==> config.mk <==
export PLATFORM = sky130hd
export DESIGN_NAME = ccent_fifo
export DESIGN_NICKNAME = d
export VERILOG_FILES = /design/src/hdl/ccent_pkg.sv /design/src/hdl/ccent_fifo.sv
export SDC_FILE = /design/constraint.sdc
export NUM_CORES = 1
export LEC_CHECK = 0
export BUFFER_PORTS_ARGS = -buffer_cell sky130_fd_sc_hd__buf_4
export CORE_MARGIN = 1.5
export CORE_UTILIZATION = 51
export CTS_CLUSTER_SIZE = 24
export DETAILED_ROUTE_END_ITERATION = 10
export GPL_TIMING_DRIVEN = 0
export HOLD_SLACK_MARGIN = 0.12
export PLACE_DENSITY = 0.78
export SYNTH_ARGS = -nofsm -noshare
export SYNTH_HDL_FRONTEND = slang
export SYNTH_SLANG_ARGS = --single-unit
==> constraint.sdc <==
create_clock -name clk -period 3.4 [get_ports clk]
set_input_delay 0 -clock clk [delete_from_list [all_inputs] [get_ports clk]]
set_output_delay 0 -clock clk [all_outputs]
set_load 0.05 [all_outputs]
==> src/hdl/ccent_pkg.sv <==
package ccent_pkg;

  // Coordinate format
  localparam int COORD_FRAC_BITS = 8;
  localparam int SCALE_FRAC_BITS = 24;
  localparam int SCALE_SHIFT     = SCALE_FRAC_BITS - COORD_FRAC_BITS;
  localparam int COORD_W         = 21;
  localparam logic signed [COORD_W-1:0] COORD_MAX = (COORD_W)'((1 << (COORD_W - 1)) - 1);

  // Raw input, scale and product widths
  localparam int RAW_W   = 32;
  localparam int SCALE_W = 32;
  localparam int PROD_W  = RAW_W + SCALE_W;
  localparam int SHR_W   = PROD_W - SCALE_SHIFT;

  // Accumulator and divider widths
  localparam int ACC_W   = 64;
  localparam int DSR_W   = ACC_W + 2;
  localparam int DCNT_W  = $clog2(ACC_W);

  // Configuration port
  localparam int CFG_ADDR_W = 4;
  localparam int CFG_DATA_W = 32;

  typedef enum logic [1:0] {
    REG_SCALE_X  = 2'd0,
    REG_SCALE_Y  = 2'd1,
    REG_ORIGIN_X = 2'd2,
    REG_ORIGIN_Y = 2'd3
  } reg_idx_t;

  // One transformed point word passed from front to back
  typedef struct packed {
    logic signed [COORD_W-1:0] x;
    logic signed [COORD_W-1:0] y;
    logic                      line_end;
    logic                      sample_end;
  } point_t;

  // Queue status seen by both sides
  typedef struct packed {
    logic full;
    logic empty;
  } q_stat_t;

endpackage

==> src/hdl/ccent_fifo.sv <==
module ccent_fifo (
  input  logic              clk,
  input  logic              rst_n,
  input  logic              push,
  input  ccent_pkg::point_t push_data,
  input  logic              pop,
  output ccent_pkg::point_t pop_data,
  output ccent_pkg::q_stat_t stat
);

  ccent_pkg::point_t mem_r [2];
  logic       wr_ptr_r, rd_ptr_r;
  logic [1:0] cnt_r;

  assign pop_data   = mem_r[rd_ptr_r];
  assign stat.full  = (cnt_r == 2'd2);
  assign stat.empty = (cnt_r == 2'd0);

  // Store the word
  always_ff @(posedge clk) begin
    if (push) begin
      mem_r[wr_ptr_r] <= push_data;
    end
  end

  // Advance pointers and count
  always_ff @(posedge clk) begin
    if (!rst_n) begin
      wr_ptr_r <= 1'b0;
      rd_ptr_r <= 1'b0;
      cnt_r    <= 2'd0;
    end else begin
      if (push) wr_ptr_r <= ~wr_ptr_r;
      if (pop)  rd_ptr_r <= ~rd_ptr_r;
      if (push && !pop)      cnt_r <= cnt_r + 2'd1;
      else if (pop && !push) cnt_r <= cnt_r - 2'd1;
    end
  end

endmodule

==> flow_summary_export.csv, run 1 <==
group,metric,value,unit
sta,rsz0062_at_grt,"no",
critical_path,path_cells,"buf_2 > buf_4 > mux2_2 > buf_4",
placement,hpwl,3760,µm
clock_tree,cts_inserted_buffers,9,
clock_tree,cts_setup_buffers,0,
global_route,grt_pass1_vias,2092,
critical_path,cp-end-kind,"primary output",
die,dieWidth,84.6,µm
clock_tree,cts.sinks,93,
die,die-area,7150,µm²
die,core,6390,µm²
power_and_ir_drop,power_frac_seq,0.517,
synthesis,yosys_warnings,0,
synthesis,synth_area,3390,µm²
critical_path,regToRegSetupSlack,1.76,ns
finish,nets,361,
detailed_routing,first_iter_violations,118,
power_and_ir_drop,p_comb_frac,0.211,
clock_tree,cts_max_level,3,
detailed_routing,ant_nets,0,
sta,layout_min_cycle_time,1.64,ns
synthesis,avgSynthCellArea,21.3,µm²
detailed_routing,num_vias,1941,
run,max_cap_violations,0,
sta,relSlewSlack,0.620,
critical_path,worstSetupPathType,"reg2out",
power_and_ir_drop,max-vdd-ir-drop,349,µV
global_route,grt-ovfl-total,0,
die,rows,29,
finish,area_growth,44.3,%
critical_path,slowest_delay,0.36,ns
placement,io_buffers,93,
power_and_ir_drop,internal_power,1880,µW
die,initial_utilization,0.531,
sta,clock.fmax,611,MHz
clock_tree,root_buffer,"clkbuf_8",
clock_tree,tritoncts,"built",
outcome,status,"finished, final reports clean",
global_route,grt_max_degree,29,
detailed_routing,wl_per_cell,16.3,µm
critical_path,cp_common_cell,"buf_4",
finish,final_common_cell,"buf_4",
clock_tree,max-clock-path-buffers,2,
global_route,grt_first_pass_wirelength,10200,µm
synthesis,synth_area_leaders,"edfxtp_1 78%, mux2_2 15%, dfxtp_1 3.0%",
detailed_routing,drt_wl_total,6410,µm
synthesis,synth_top_area_share,0.779,
detailed_routing,drc,0,
finish,layout_common_cells,"97 x buf_4, 88 x edfxtp_1, 47 x dlygate4sd3_1",
power_and_ir_drop,switching_share,0.274,
clock_tree,worstSkewPairLatency,0.35,ns
finish,layoutNonFillerInstCount,394,
critical_path,worstPathRequired,3.40,ns
synthesis,synth_fp_nets,208,
critical_path,crit_path_max_fanout,10,
synthesis,seq_area_frac_synth,0.809,
sta,report.final.slew_viol_count,0,
critical_path,worstPathArrival,1.64,ns
sta,skew,0.00922,ns
die,die_y,84.6,µm
critical_path,start_kind,"register",
detailed_routing,viasPerCell,4.93,
sta,hold_violations,0,
sta,setup-violations-final,0,
clock_tree,clk_pin_slew,0.08,ns
power_and_ir_drop,p_switching,709,µW
global_route,grtUsageTotal,0.191,
finish,antenna_cells,0,
sta,tightestPinTransition,0.569,ns
power_and_ir_drop,leakage,0.00188,µW
synthesis,synth_seq_cells,93,
global_route,antenna_found_initial,0,
synthesis,postSynthCellCount,159,
finish,drive_gt1_frac,0.511,
die,io_pins,94,
clock_tree,cts.repair.resized,0,
power_and_ir_drop,powerDensity,528,nW/µm²
placement,gp_routability_congestion,0.674,
power_and_ir_drop,pwr-share-clk,0.272,
detailed_routing,first_pass_iters,4,
critical_path,cpMaxStageDelayCell,"mux2_2",
finish,finalCoreUtilization,0.766,
placement,placed_cells,331,
worst_hold_path,hp-class,"in2reg",
clock_tree,cts_hold_buffers,47,
synthesis,synth.distinct_cells,17,
synthesis,synth_top_area_cell,"edfxtp_1",
sta,period_share,0.482,
[path summary, 6_finish.rpt]
kind	startpoint	endpoint	depth (start not counted)
max	register	pop_data[13]	4
min	push	cnt_r[1]$_SDFFE_PN0P_	4
max reg2reg	wr_ptr_r$_SDFFE_PN0P_	wr_ptr_r$_SDFFE_PN0P_	3
min reg2reg	cnt_r[1]$_SDFFE_PN0P_	cnt_r[1]$_SDFFE_PN0P_	2
[kinds of logic (layout without fill, tap and decap cells)]
family / after synthesis / in the layout / share of synthesized area
buf+inv: 6 / 164 / 0.0114
xor+xnor: 3 / 3 / 0.00775
simple gates: 9 / 9 / 0.0166
mux: 44 / 44 / 0.146
flops: 93 / 93 / 0.809
compound gates: 3 / 3 / 0.00590
fa+ha+maj: 1 / 1 / 0.00369
[area by class of cell]
| class | count | area, µm² |
|---|---|---|
| Multi-Input combinational cell | 60 | 619 |
| Timing Repair Buffer | 142 | 1210 |
| Clock inverter | 7 | 65.1 |
| Fill cell | 389 | 1490 |
| Sequential cell | 93 | 2740 |
| Buffer | 5 | 35.0 |
| Inverter | 1 | 3.75 |
| Clock buffer | 9 | 124 |
| Tap cell | 77 | 96.3 |
[through the flow]
| step | area (µm²) | setup TNS [ns] | hold WS, ns | total power (µW) | worst slack, ns |
|---|---|---|---|---|---|
| 3_5_place_dp | 4240 | 0 | 0.188 | 1860 | 1.96 |
| 4_1_cts | 4890 | 0 | 0.141 | 2600 | 1.74 |
| 5_1_grt | 4890 | 0 | 0.154 | 2680 | 1.66 |
| 2_1_floorplan | 3390 | 0 | 0.0989 | 1690 | 0.648 |
| 3_3_place_gp | 4190 | -22.04 | 0.185 | 1850 | -0.493 |
| 6_report | 4890 | 0 | 0.155 | 2580 | 1.76 |
[cell usage after synthesis]
cell type	n
or3_1	1
xor2_1	2
ha_1	1
buf_4	4
and2_1	4
o21a_1	1
o21ai_0	1
xnor2_1	1
buf_2	1
nor2b_1	2
nor2_1	1
dfxtp_1	5
a21boi_1	1
and2b_2	1
edfxtp_1	88
mux2_2	44
inv_1	1
[sequential cells by signal, indices dropped and copies added (netlist names), named ones only]
| register | flops |
|---|---|
| mem_r | 88 |
| wr_ptr_r | 1 |
| rd_ptr_r | 1 |
| cnt_r | 2 |
[critical path, delay by kind of cell (launching register included)]
| kind | cells | cell delay [ns] |
|---|---|---|
| multiplexers | 1 | 0.36 |
| flip-flops | 1 | 0.32 |
| buffers and inverters | 3 | 0.62 |
[power groups by stage]
stage          clock (µW)  sequential, µW  combinational [µW]
6_report              704            1340                 544
5_1_grt               770            1340                 568
4_1_cts               718            1340                 546
3_5_place_dp            0            1360                 500
3_3_place_gp            0            1360                 488
2_1_floorplan           0            1360                 335
[layer usage]
layer,global-route usage,vias up,part of all wire
li1,-,921,-
met3,0.0452,10,0.038
met1,0.226,961,0.39
met4,0.0777,0,0.015
met5,0,-,0
met2,0.338,49,0.56
(Power assumes the default switching activity.)
==> run 2: changes to the inputs <==
--- a/config.mk
+++ b/config.mk
@@ -5,14 +5,15 @@
 export SDC_FILE = /design/constraint.sdc
 export NUM_CORES = 1
 export LEC_CHECK = 0
+export ABC_AREA = 1
 export BUFFER_PORTS_ARGS = -buffer_cell sky130_fd_sc_hd__buf_4
 export CORE_MARGIN = 1.5
-export CORE_UTILIZATION = 51
+export CORE_UTILIZATION = 47
 export CTS_CLUSTER_SIZE = 24
 export DETAILED_ROUTE_END_ITERATION = 10
 export GPL_TIMING_DRIVEN = 0
 export HOLD_SLACK_MARGIN = 0.12
-export PLACE_DENSITY = 0.78
+export PLACE_DENSITY = 0.75
 export SYNTH_ARGS = -nofsm -noshare
 export SYNTH_HDL_FRONTEND = slang
 export SYNTH_SLANG_ARGS = --single-unit
==> constraint.sdc (replaced) <==
create_clock -name clk -period 1.5 [get_ports clk]
set_input_delay 0 -clock clk [delete_from_list [all_inputs] [get_ports clk]]
set_output_delay 0 -clock clk [all_outputs]
set_load 0.05 [all_outputs]
==> flow_summary_export.csv, run 2 <==
group,metric,value,unit
clock_tree,root_buffer,"clkbuf_8",
worst_hold_path,min_to,"mem_r[0][29]$_DFFE_PP_",
clock_tree,cts.sinks,93,
die,initial_utilization,0.492,
outcome,status,"finished, final reports clean",
critical_path,crit-reg2reg-launch,"wr_ptr_r$_SDFFE_PN0P_",
critical_path,worstPathArrival,1.50,ns
detailed_routing,first_pass_iters,4,
placement,dp_slack,-0.355,ns
clock_tree,max-clock-path-buffers,2,
finish,drive_gt1_frac,0.504,
synthesis,synth_fp_nets,221,
critical_path,timing.rr.end,"mem_r[0][7]$_DFFE_PP_",
clock_tree,worstSkewPairLatency,0.35,ns
global_route,grt_first_pass_wirelength,11100,µm
synthesis,yosys_warnings,0,
die,dieWidth,90.6,µm
synthesis,async_reset_ff_frac,0,
finish,fin_area,5420,µm²
finish,largest-register,"mem_r",
global_route,antenna_found_initial,0,
power_and_ir_drop,max-vdd-ir-drop,800,µV
placement,hpwl,3690,µm
sta,report.final.slew_viol_count,0,
finish,largest_register_ffs,88,
synthesis,synth_compound_area_frac,0.00277,
die,io_pins,94,
sta,worst_hold_slack,0.372,ns
critical_path,cp-end-kind,"primary output",
synthesis,yosys.area_share.simple,0.0208,
sta,relSlewSlack,0.517,
finish,nets,381,
finish,finalCoreUtilization,0.739,
finish,reg_top3,"mem_r: 88 flops, cnt_r: 2 flops",
critical_path,regToRegSetupSlack,0.13,ns
finish,area_growth,50.1,%
synthesis,synthXorXnorAreaFrac,0,
synthesis,seq_area_frac_synth,0.760,
detailed_routing,drt_wl_total,7360,µm
placement,gp_routability_congestion,0.693,
detailed_routing,viasPerCell,4.85,
global_route,grt-ovfl-total,0,
synthesis,postSynthCellCount,172,
die,die_y,90.6,µm
synthesis,synth_commonest_cells,"88 x edfxtp_1, 40 x mux2_4, 9 x nor2_1",
sta,skew,0.0108,ns
synthesis,synth.area.mux_share,0.179,
sta,setup_ws,0.000975,ns
finish,antenna_cells,0,
detailed_routing,num_vias,2115,
die,core,7330,µm²
synthesis,synth_edf_count,88,
power_and_ir_drop,powerDensity,1110,nW/µm²
placement,io_buffers,93,
detailed_routing,wl_per_cell,16.9,µm
detailed_routing,drc,0,
detailed_routing,first_iter_violations,82,
sta,tightestPinTransition,0.722,ns
placement,place_area,4440,µm²
detailed_routing,ant_nets,0,
synthesis,synth_seq_cells,93,
critical_path,worstPathRequired,1.50,ns
synthesis,synth_top_family_by_area,"multiplexers",
global_route,grt_max_degree,23,
synthesis,synth.distinct_cells,14,
worst_hold_path,hp-class,"in2reg",
global_route,grtUsageTotal,0.184,
synthesis,yosysMostFrequentCell,"edfxtp_1",
die,die-area,8210,µm²
finish,final_common_cell,"edfxtp_1",
finish,layout_common_cells,"88 x edfxtp_1, 60 x buf_4, 47 x dlygate4sd3_1",
sta,clock.fmax,667,MHz
sta,layout_min_cycle_time,1.50,ns
sta,setup-violations-final,0,
global_route,grt_pass1_vias,2243,
synthesis,avgSynthCellArea,21.0,µm²
clock_tree,clk_pin_slew,0.09,ns
clock_tree,cts_max_level,3,
critical_path,crit_path_max_fanout,6,
synthesis,synth_top_area_share,0.733,
sta,period_share,0.999,
worst_hold_path,min_from,"push_data[29]",
run,max_cap_violations,0,
synthesis,synth_area,3610,µm²
critical_path,start_kind,"register",
synthesis,synth_area_leaders,"edfxtp_1 73%, mux2_4 17%, dfxtp_1 2.8%",
critical_path,worstSetupPathType,"reg2out",
critical_path,reg2reg_depth,1,
sta,rsz0062_at_grt,"yes",
synthesis,synth_top_area_cell,"edfxtp_1",
power_and_ir_drop,power,6020,µW
clock_tree,tritoncts,"built",
synthesis,synthFlopType,"edfxtp_1",
die,rows,31,
synthesis,synthAdderAreaFrac,0.00347,
power_and_ir_drop,leakage,0.00216,µW
sta,hold_violations,0,
clock_tree,cts_inserted_buffers,9,
worst_hold_path,worstHoldPathCells,2,
## run 2: timing repair
action,4_1_cts,5_1_grt
endpoints found under the hold margin,93,0
pin swaps,1,0
cloned,6,1
endpoints found under the setup margin,128,64
hold buffers,47,0
setup buffers,5,0
gates resized for setup,52,2
## run 2: worst max path at each step
stage          depth (start not counted)                endpoint  slack (ns)                  start
2_1_floorplan                          2   mem_r[1][0]$_DFFE_PP_        0.04  wr_ptr_r$_SDFFE_PN0P_
3_3_place_gp                           2   mem_r[1][1]$_DFFE_PP_       -0.34  wr_ptr_r$_SDFFE_PN0P_
3_5_place_dp                           2  mem_r[1][31]$_DFFE_PP_       -0.36  wr_ptr_r$_SDFFE_PN0P_
4_1_cts                                5            pop_data[34]       -0.06               register
5_1_grt                                4            pop_data[34]       -0.06               register
6_report                               4            pop_data[30]       0.001               register
## run 2: logic make-up after synthesis
kind of cell	Yosys count
flops	93
simple gates	19
compound gates	2
mux	44
buf+inv	13
fa+ha+maj	1
## run 2: final cells by class
cell class | count | area (µm²)
buffer | 3 | 60.1
clock buffer | 9 | 124
clock inverter | 7 | 71.3
fill | 433 | 1920
inverter | 8 | 33.8
multi-input combinational | 67 | 769
sequential | 93 | 2750
tap | 99 | 124
timing repair buffer | 147 | 1460
timing repair inverter | 3 | 22.5
## run 2: critical path, cell delays in order, from the launching register on
cell     delay [ns]
dfxtp_4        0.41
buf_12         0.16
buf_16         0.12
mux2_4         0.31
buf_6          0.15
## run 2: power breakdown
group / switching (µW) / internal [µW] / leakage, µW / total, µW
logic: 727 / 622 / 0.00120 / 1350
registers: 50.8 / 2990 / 0.000868 / 3050
clock network: 853 / 773 / 0.0000937 / 1630
total: 1630 / 4390 / 0.00216 / 6020
## run 2: per-layer routing
layer  vias to the layer above  share of wire  GRT usage
met5                         -              0          0
met4                         0         0.0075     0.0635
met3                         4          0.064     0.0539
met2                        80           0.55      0.331
met1                      1054           0.38      0.206
li1                        977              -          -
## run 2: metrics by stage
stage	setup TNS, ns	cells
2_1_floorplan	0	172
3_3_place_gp	-26.62	364
3_5_place_dp	-28.11	364
4_1_cts	-1.15	436
5_1_grt	-0.996	436
6_report	0	436
